==> src/mck_pkg.sv <==
`timescale 1ns / 1ps

package mck_pkg;

  // field widths
  localparam int unsigned CharW  = 8;
  localparam int unsigned DotW   = 11;
  localparam int unsigned DurW   = 13;
  localparam int unsigned DotsW  = 3;
  localparam int unsigned AddrW  = 6;
  localparam int unsigned CodeW  = 8;
  localparam int unsigned LenW   = 4;
  localparam int unsigned IdxW   = 3;

  // character range and folding
  localparam logic [CharW-1:0] FirstChar = 8'h20;
  localparam logic [CharW-1:0] LastChar  = 8'h5F;
  localparam logic [CharW-1:0] LowerA    = 8'h61;
  localparam logic [CharW-1:0] LowerZ    = 8'h7A;
  localparam logic [CharW-1:0] CaseDiff  = 8'h20;

  // dot length limits
  localparam logic [DotW-1:0] DotMin   = 11'd1;
  localparam logic [DotW-1:0] DotMax   = 11'd1200;
  localparam logic [DotW-1:0] DotReset = 11'd120;

  // segment lengths in dots
  localparam logic [DotsW-1:0] DotsNone  = 3'd0;
  localparam logic [DotsW-1:0] DotsDit   = 3'd1;
  localparam logic [DotsW-1:0] DotsDah   = 3'd3;
  localparam logic [DotsW-1:0] DotsGap   = 3'd3;
  localparam logic [DotsW-1:0] DotsSpace = 3'd6;

  typedef enum logic {
    ST_IDLE,
    ST_EMIT
  } seq_state_e;

  // one key segment before scaling by the dot length
  typedef struct packed {
    logic             key_on;
    logic [DotsW-1:0] dots;
    logic             accepted;
    logic             last;
  } seg_t;

endpackage

==> src/mck_rom.sv <==
`timescale 1ns / 1ps

module mck_rom (
  input  logic                        clk_i,
  input  logic                        en_i,
  input  logic [mck_pkg::AddrW-1:0]   addr_i,
  output logic [mck_pkg::CodeW-1:0]   code_o,
  output logic [mck_pkg::LenW-1:0]    len_o
);

  // element pattern, msb first, 1 is dah
  localparam logic [mck_pkg::CodeW-1:0] CodeRom [64] = '{
    8'h00, 8'h40, 8'h48, 8'hD8, 8'h68, 8'h40, 8'h00, 8'h78,
    8'hB0, 8'hB4, 8'h00, 8'h50, 8'hCC, 8'h84, 8'h54, 8'h90,
    8'hF8, 8'h78, 8'h38, 8'h18, 8'h08, 8'h00, 8'h80, 8'hC0,
    8'hE0, 8'hF0, 8'hE0, 8'hA8, 8'hA8, 8'h88, 8'h50, 8'h30,
    8'h68, 8'h40, 8'h80, 8'hA0, 8'h80, 8'h00, 8'h20, 8'hC0,
    8'h00, 8'h00, 8'h70, 8'hA0, 8'h40, 8'hC0, 8'h80, 8'hE0,
    8'h60, 8'hD0, 8'h40, 8'h00, 8'h80, 8'h20, 8'h10, 8'h60,
    8'h90, 8'hB0, 8'hC0, 8'h50, 8'hE0, 8'h30, 8'h00, 8'h34
  };

  // number of elements per character
  localparam logic [mck_pkg::LenW-1:0] LenRom [64] = '{
    4'd0, 4'd5, 4'd6, 4'd5, 4'd5, 4'd5, 4'd0, 4'd6,
    4'd5, 4'd6, 4'd0, 4'd5, 4'd6, 4'd6, 4'd6, 4'd5,
    4'd5, 4'd5, 4'd5, 4'd5, 4'd5, 4'd5, 4'd5, 4'd5,
    4'd5, 4'd5, 4'd6, 4'd6, 4'd5, 4'd5, 4'd5, 4'd6,
    4'd6, 4'd2, 4'd4, 4'd4, 4'd3, 4'd1, 4'd4, 4'd3,
    4'd4, 4'd2, 4'd4, 4'd3, 4'd4, 4'd2, 4'd2, 4'd3,
    4'd4, 4'd4, 4'd3, 4'd3, 4'd1, 4'd3, 4'd4, 4'd3,
    4'd4, 4'd4, 4'd4, 4'd4, 4'd4, 4'd4, 4'd8, 4'd6
  };

  // registered read, held while not enabled
  always_ff @(posedge clk_i) begin
    if (en_i) begin
      code_o <= CodeRom[addr_i];
      len_o  <= LenRom[addr_i];
    end
  end

endmodule

==> src/mck_seq.sv <==
`timescale 1ns / 1ps

module mck_seq (
  input  logic                       clk_i,
  input  logic                       rst_ni,
  input  logic                       in_valid_i,
  output logic                       in_ready_o,
  input  logic [mck_pkg::CharW-1:0]  char_i,
  output logic                       seg_valid_o,
  input  logic                       seg_ready_i,
  output mck_pkg::seg_t              seg_o
);

  mck_pkg::seq_state_e state_q, state_d;
  logic                         reject_q, reject_d;
  logic                         space_q, space_d;
  logic [mck_pkg::IdxW-1:0]     idx_q, idx_d;
  logic                         phase_q, phase_d;

  logic [mck_pkg::CharW-1:0]    folded;
  logic                         in_xfer;
  logic                         seg_xfer;
  logic [mck_pkg::AddrW-1:0]    rom_addr;
  logic [mck_pkg::CodeW-1:0]    rom_code;
  logic [mck_pkg::LenW-1:0]     rom_len;
  logic                         fin_elem;

  // fold lowercase to uppercase, then index the table
  always_comb begin
    folded = char_i;
    if (char_i >= mck_pkg::LowerA && char_i <= mck_pkg::LowerZ) begin
      folded = char_i - mck_pkg::CaseDiff;
    end
  end

  assign rom_addr = mck_pkg::AddrW'(folded - mck_pkg::FirstChar);
  assign in_xfer  = in_valid_i && in_ready_o;
  assign seg_xfer = seg_valid_o && seg_ready_i;

  mck_rom u_rom (
    .clk_i  (clk_i),
    .en_i   (in_xfer),
    .addr_i (rom_addr),
    .code_o (rom_code),
    .len_o  (rom_len)
  );

  assign fin_elem = ({1'b0, idx_q} + mck_pkg::LenW'(1)) == rom_len;

  // next state
  always_comb begin
    state_d  = state_q;
    reject_d = reject_q;
    space_d  = space_q;
    idx_d    = idx_q;
    phase_d  = phase_q;
    case (state_q)
      mck_pkg::ST_IDLE: begin
        if (in_xfer) begin
          state_d  = mck_pkg::ST_EMIT;
          reject_d = (folded < mck_pkg::FirstChar) || (folded > mck_pkg::LastChar);
          space_d  = folded == mck_pkg::FirstChar;
          idx_d    = '0;
          phase_d  = 1'b0;
        end
      end
      mck_pkg::ST_EMIT: begin
        if (seg_xfer) begin
          if (seg_o.last) begin
            state_d = mck_pkg::ST_IDLE;
          end else if (phase_q) begin
            phase_d = 1'b0;
            idx_d   = idx_q + mck_pkg::IdxW'(1);
          end else begin
            phase_d = 1'b1;
          end
        end
      end
      default: state_d = mck_pkg::ST_IDLE;
    endcase
  end

  // outputs: handshake and current segment
  always_comb begin
    in_ready_o  = 1'b0;
    seg_valid_o = 1'b0;
    seg_o       = '{key_on: 1'b0, dots: mck_pkg::DotsNone, accepted: 1'b1, last: 1'b1};
    case (state_q)
      mck_pkg::ST_IDLE: begin
        in_ready_o = 1'b1;
      end
      mck_pkg::ST_EMIT: begin
        seg_valid_o = 1'b1;
        if (reject_q) begin
          seg_o.accepted = 1'b0;
        end else if (space_q) begin
          seg_o.dots = mck_pkg::DotsSpace;
        end else if (rom_len != '0) begin
          if (!phase_q) begin
            seg_o.key_on = 1'b1;
            seg_o.dots   = rom_code[~idx_q] ? mck_pkg::DotsDah : mck_pkg::DotsDit;
            seg_o.last   = 1'b0;
          end else begin
            seg_o.dots = fin_elem ? mck_pkg::DotsGap : mck_pkg::DotsDit;
            seg_o.last = fin_elem;
          end
        end
      end
      default: ;
    endcase
  end

  always_ff @(posedge clk_i or negedge rst_ni) begin
    if (!rst_ni) begin
      state_q  <= mck_pkg::ST_IDLE;
      reject_q <= 1'b0;
      space_q  <= 1'b0;
      idx_q    <= '0;
      phase_q  <= 1'b0;
    end else begin
      state_q  <= state_d;
      reject_q <= reject_d;
      space_q  <= space_d;
      idx_q    <= idx_d;
      phase_q  <= phase_d;
    end
  end

  // a character always leads to segment output next cycle
  a_accept_to_emit: assert property (@(posedge clk_i) disable iff (!rst_ni)
    in_xfer |=> (state_q == mck_pkg::ST_EMIT))
    else $error("accepted character did not start emission");

  // final segment transfer ends the character
  a_last_ends: assert property (@(posedge clk_i) disable iff (!rst_ni)
    (seg_xfer && seg_o.last) |=> (state_q == mck_pkg::ST_IDLE))
    else $error("sequencer kept running after final segment");

  // element index stays inside the table length
  a_idx_range: assert property (@(posedge clk_i) disable iff (!rst_ni)
    (state_q == mck_pkg::ST_EMIT && !reject_q && !space_q && rom_len != '0)
      |-> ({1'b0, idx_q} < rom_len))
    else $error("element index ran past character length");

  // a rejected character gives one empty final segment
  a_reject_shape: assert property (@(posedge clk_i) disable iff (!rst_ni)
    (seg_valid_o && !seg_o.accepted)
      |-> (seg_o.last && !seg_o.key_on && seg_o.dots == mck_pkg::DotsNone))
    else $error("rejected character segment malformed");

endmodule

==> src/morse_character_keyer.sv <==
`timescale 1ns / 1ps

// Morse character keyer: each character transfer on the slave stream becomes
// a run of key segments on the master stream, tlast on the final one. After
// a character is taken, its code table entry is registered, then the
// sequencer hands one segment per cycle to the output register whenever
// that register can take one, so a letter of n elements gives 2n segments
// and a rejected character, a space or an unused table entry gives one. The
// next character is taken as soon as the final segment of the previous one
// sits in the output register. Durations are dots times the dot length,
// which is clamped to 1..1200 when written and should only be written while
// no character is in flight.
module morse_character_keyer (
  input  logic        clk_i,
  input  logic        rst_ni,
  input  logic        s_axis_tvalid_i,
  output logic        s_axis_tready_o,
  input  logic [7:0]  s_axis_tdata_i,   // [7:0] char_code
  output logic        m_axis_tvalid_o,
  input  logic        m_axis_tready_i,
  output logic [15:0] m_axis_tdata_o,   // [0] key_on, [13:1] duration_ticks, [14] accepted
  output logic        m_axis_tlast_o,
  input  logic        cfg_we_i,
  input  logic [10:0] cfg_wdata_i       // dot_length
);

  logic [mck_pkg::DotW-1:0] dot_q, dot_d;
  logic                     out_valid_q, out_valid_d;
  logic                     out_key_q;
  logic [mck_pkg::DurW-1:0] out_dur_q;
  logic                     out_acc_q;
  logic                     out_last_q;

  logic                     seg_valid;
  logic                     seg_ready;
  mck_pkg::seg_t            seg;
  logic [mck_pkg::DurW-1:0] seg_dur;

  mck_seq u_seq (
    .clk_i       (clk_i),
    .rst_ni      (rst_ni),
    .in_valid_i  (s_axis_tvalid_i),
    .in_ready_o  (s_axis_tready_o),
    .char_i      (s_axis_tdata_i),
    .seg_valid_o (seg_valid),
    .seg_ready_i (seg_ready),
    .seg_o       (seg)
  );

  // dot length register, clamped on write
  always_comb begin
    dot_d = dot_q;
    if (cfg_we_i) begin
      if (cfg_wdata_i < mck_pkg::DotMin) begin
        dot_d = mck_pkg::DotMin;
      end else if (cfg_wdata_i > mck_pkg::DotMax) begin
        dot_d = mck_pkg::DotMax;
      end else begin
        dot_d = cfg_wdata_i;
      end
    end
  end

  // segment length in ticks
  assign seg_dur = mck_pkg::DurW'(mck_pkg::DurW'(seg.dots) * mck_pkg::DurW'(dot_q));

  // output register accepts a new segment when empty or draining
  assign seg_ready   = !out_valid_q || m_axis_tready_i;
  assign out_valid_d = seg_valid || (out_valid_q && !m_axis_tready_i);

  always_ff @(posedge clk_i or negedge rst_ni) begin
    if (!rst_ni) begin
      dot_q       <= mck_pkg::DotReset;
      out_valid_q <= 1'b0;
    end else begin
      dot_q       <= dot_d;
      out_valid_q <= out_valid_d;
    end
  end

  always_ff @(posedge clk_i) begin
    if (seg_valid && seg_ready) begin
      out_key_q  <= seg.key_on;
      out_dur_q  <= seg_dur;
      out_acc_q  <= seg.accepted;
      out_last_q <= seg.last;
    end
  end

  assign m_axis_tvalid_o = out_valid_q;
  assign m_axis_tdata_o  = {1'b0, out_acc_q, out_dur_q, out_key_q};
  assign m_axis_tlast_o  = out_last_q;

endmodule
==> config.mk <==
export PLATFORM = sky130hd
export DESIGN_NAME = morse_character_keyer
export DESIGN_NICKNAME = d
export VERILOG_FILES = /design/src/mck_pkg.sv /design/src/mck_rom.sv /design/src/mck_seq.sv /design/src/morse_character_keyer.sv
export SDC_FILE = /design/constraint.sdc
export NUM_CORES = 1
export LEC_CHECK = 0
export BUFFER_PORTS_ARGS = -buffer_cell sky130_fd_sc_hd__buf_2
export CAP_MARGIN = 20
export CORE_ASPECT_RATIO = 2
export CORE_MARGIN = 1.5
export CORE_UTILIZATION = 41
export DETAILED_ROUTE_END_ITERATION = 7
export SYNTH_ARGS = -nofsm -noshare
export SYNTH_HDL_FRONTEND = slang
export SYNTH_SLANG_ARGS = --single-unit
==> constraint.sdc <==
create_clock -name clk_i -period 4.9 [get_ports clk_i]
set_input_delay 0.49 -clock clk_i [delete_from_list [all_inputs] [get_ports clk_i]]
set_output_delay 0.49 -clock clk_i [all_outputs]
set_load 0.05 [all_outputs]
==> out/qor.yml <==
outcome: "finished, final reports clean"
ctsHtreeMaxLevel: 2
worst_path_largest_cell_delay_ps: 610
grt_pass1_vias: 3136
drt_iter0_markers: 128
grt_start_max_net_pins: 47
syn-instance-count: 387
clock_skew_ps: 7.776
yosys.area.top_type: "edfxtp_1"
post-route-util_pct: 46.65
holdBufCountCts: 0
antenna_found_initial: 0
max_freq_mhz: 219.1
synth-edff-count: 26
cp_slowest_cell: "a31oi_1"
synthesis.area_um2: 3602
endpoint_kind: "register"
max_slew_margin_pct: 52.33
setup_viol: 0
final_net_count: 475
min_period_over_period_pct: 93.16
layout_min_cycle_time_ps: 4565
grt.overflow.total: 0
postCtsSetupRepairBufs: 0
num-fill-cells: 863
worstSetupStartpoint: "u_seq.idx_q[0]"
finalHoldViolCount: 0
slew_violations: 0
firstDrtPassIters: 5
yosysWarningCount: 0
peakVddDrop_mv: 0.1629
globalplace.congestion: 0.8989
power.total_mw: 1.757
dr_total_vias: 2998
syn_to_final_growth_pct: 11.22
ant_nets: 0
cp.required_ps: 4940
ios: 43
critPathTopFamily: "compound AO/OA/AOI/OAI gates"
initial_utilization_pct: 41.94
insertion_delay_ps: 290
die_area_um2: 9392
grt_setup_unrepaired: "false"
clk_pin_slew_ps: 70
cp_num_buf_inv: 0
drc: 0
core_area_um2: 8588
ys_async_sr_fraction_pct: 42.22
synthTopCellsByArea: "edfxtp_1 (22%), dfrtp_1 (10%), ha_1 (8.0%), fa_1 (5.6%), nand2_1 (5.4%)"
cts_resized: 0
r2r-start: "u_seq.idx_q[0]"
cts-root-buf: "clkbuf_16"
ys.flop_type: "edfxtp_1"
antenna_cells: 0
drive_above_1_share_pct: 17.42
grt_pass1_wl_um: 14280
hpwl_um: 7080
cts_buffers: 5
finalWirelength_um: 8887
maxCapViolCount: 0
syn_nets: 444
worstPathMaxFanout: 7
drt-wirelength-per-cell_um: 17.12
cp.arrival_ps: 4600
placementRows: 48
synth_top_area_share_pct: 21.67
die_x_um: 69.28
hp-class: "in -> async"
cts_buffer_depth: 2
start_kind: "register"
die_h_um: 135.6
cp_cell_sequence: "ha_1 -> xor2_1 -> nor2_1 -> nand4_1 -> a31oi_1 -> and2_4 -> fa_1 -> ha_1 -> fa_1 -> a21oi_1 -> o22ai_1 -> o31a_1 -> o41ai_2 -> xnor2_1"
worstMarginPinSlew_ps: 715.1
cts.sinks: 45
yosysSeqAreaShare_pct: 35.01
grt_usage_pct: 19.24
power_per_cell_area_nw_per_um2: 438.6
synth_cell_types: 67
port_buffers: 41
synth-seq-cells: 45
postSynthAreaPerCell_um2: 9.308
cts_tree: "yes"
tns_ps: 0
routed_via_density: 5.776
crit_type: "reg -> reg"
p_leak_nw: 1.787
[sequential cells by signal, indices dropped and copies added (netlist names)]
signal	cells
u_seq.reject_q	1
dot_q	11
u_seq.u_rom.code_o	6
m_axis_tlast_o	1
u_seq.idx_q	3
u_seq.state_q	1
out_dur_q	13
m_axis_tvalid_o	1
out_acc_q	1
out_key_q	1
u_seq.phase_q	1
u_seq.space_q	1
u_seq.u_rom.len_o	4
[final timing paths]
check                                 to  slack (ps)  cells past startpoint
max reg2reg                out_dur_q[12]         340                     14
max                        out_dur_q[12]         340                     14
min reg2reg                     dot_q[4]         500                      1
min                             dot_q[8]         140                      1
min in group clk_i              dot_q[1]         430                      2
max in group asynchronous       dot_q[5]        4420                      1
[where the power goes]
| part | total [mW] | internal, mW | switching, mW |
|---|---|---|---|
| clock | 0.359 | 0.219 | 0.141 |
| combinational | 0.789 | 0.244 | 0.545 |
| sequential | 0.609 | 0.544 | 0.0649 |
[per-stage QoR]
step	hold WS [ps]	worst slack [ps]	instance area, um2	cells
final	137.7	335.1	4006	519
after global routing	168.1	36.70	4006	519
after CTS	156.0	350.3	4006	519
after detailed placement	461.9	346.6	3849	511
after global placement	460.1	475.4	3849	511
after floorplan	194.4	1099	3602	387
[metal layers]
layer	vias up	share of wire [%]	global-route usage, %
met5	-	0	0
met4	0	6.9	14.81
met3	34	2.8	2.158
met2	85	59	39.85
met1	1445	31	15.41
li1	1434	-	-
[cell usage in the layout (no fill, tap or decap), drive strengths merged, types with 5 or more instances in the layout]
cell type | netlist | routed
a21oi | 18 | 18
dfrtp | 15 | 15
xnor2 | 10 | 10
nor3 | 6 | 6
and3 | 5 | 5
a211oi | 5 | 5
xor2 | 6 | 6
edfxtp | 26 | 26
fa | 10 | 10
and2 | 13 | 13
nand2 | 52 | 52
buf | 15 | 46
nor2b | 10 | 10
o21ai | 23 | 23
nand3 | 11 | 11
a31oi | 5 | 5
mux2i | 8 | 8
a22o | 5 | 5
inv | 25 | 25
nor2 | 24 | 24
clkbuf | 7 | 7
ha | 23 | 23
[final cells by class]
class / instances / area, um2 / share of cell area [%]
multi-input cells: 294 / 2122 / 52.97
clock inverters: 1 / 3.754 / 0.09369
clock buffers: 7 / 153.9 / 3.841
inverters: 26 / 97.59 / 2.436
well taps: 100 / 125.1 / 3.123
repair buffers: 46 / 242.7 / 6.059
flip-flops and latches: 45 / 1261 / 31.48
[synthesized netlist by cell type, types with 4 or more instances]
master	instances
a31oi_1	4
and2_4	4
and2_1	9
dfrtp_1	15
a211oi_1	5
nand2b_1	4
nand3_1	11
and3_1	5
dfstp_2	4
clkbuf_1	7
o21ai_0	21
nor3_1	6
buf_2	7
edfxtp_1	26
fa_1	10
a21oi_1	18
nor2b_1	10
nand2_1	52
o2bb2ai_1	4
a22o_1	5
mux2i_1	8
inv_1	24
nor2_1	22
buf_4	4
ha_1	23
xor2_1	6
xnor2_1	10
[cell families after synthesis]
logic type / count (synthesis) / synth area share (%)
adder cells (fa/ha/maj): 33 / 13.55
AND/OR/NAND/NOR: 141 / 19.28
buffers and inverters: 48 / 6.078
AO/OA/AOI/OAI: 89 / 17.06
XOR/XNOR: 16 / 3.890
flip-flops: 45 / 35.01
multiplexers: 14 / 5.036
other: 1 / 0.1041
(Power assumes the default switching activity.)
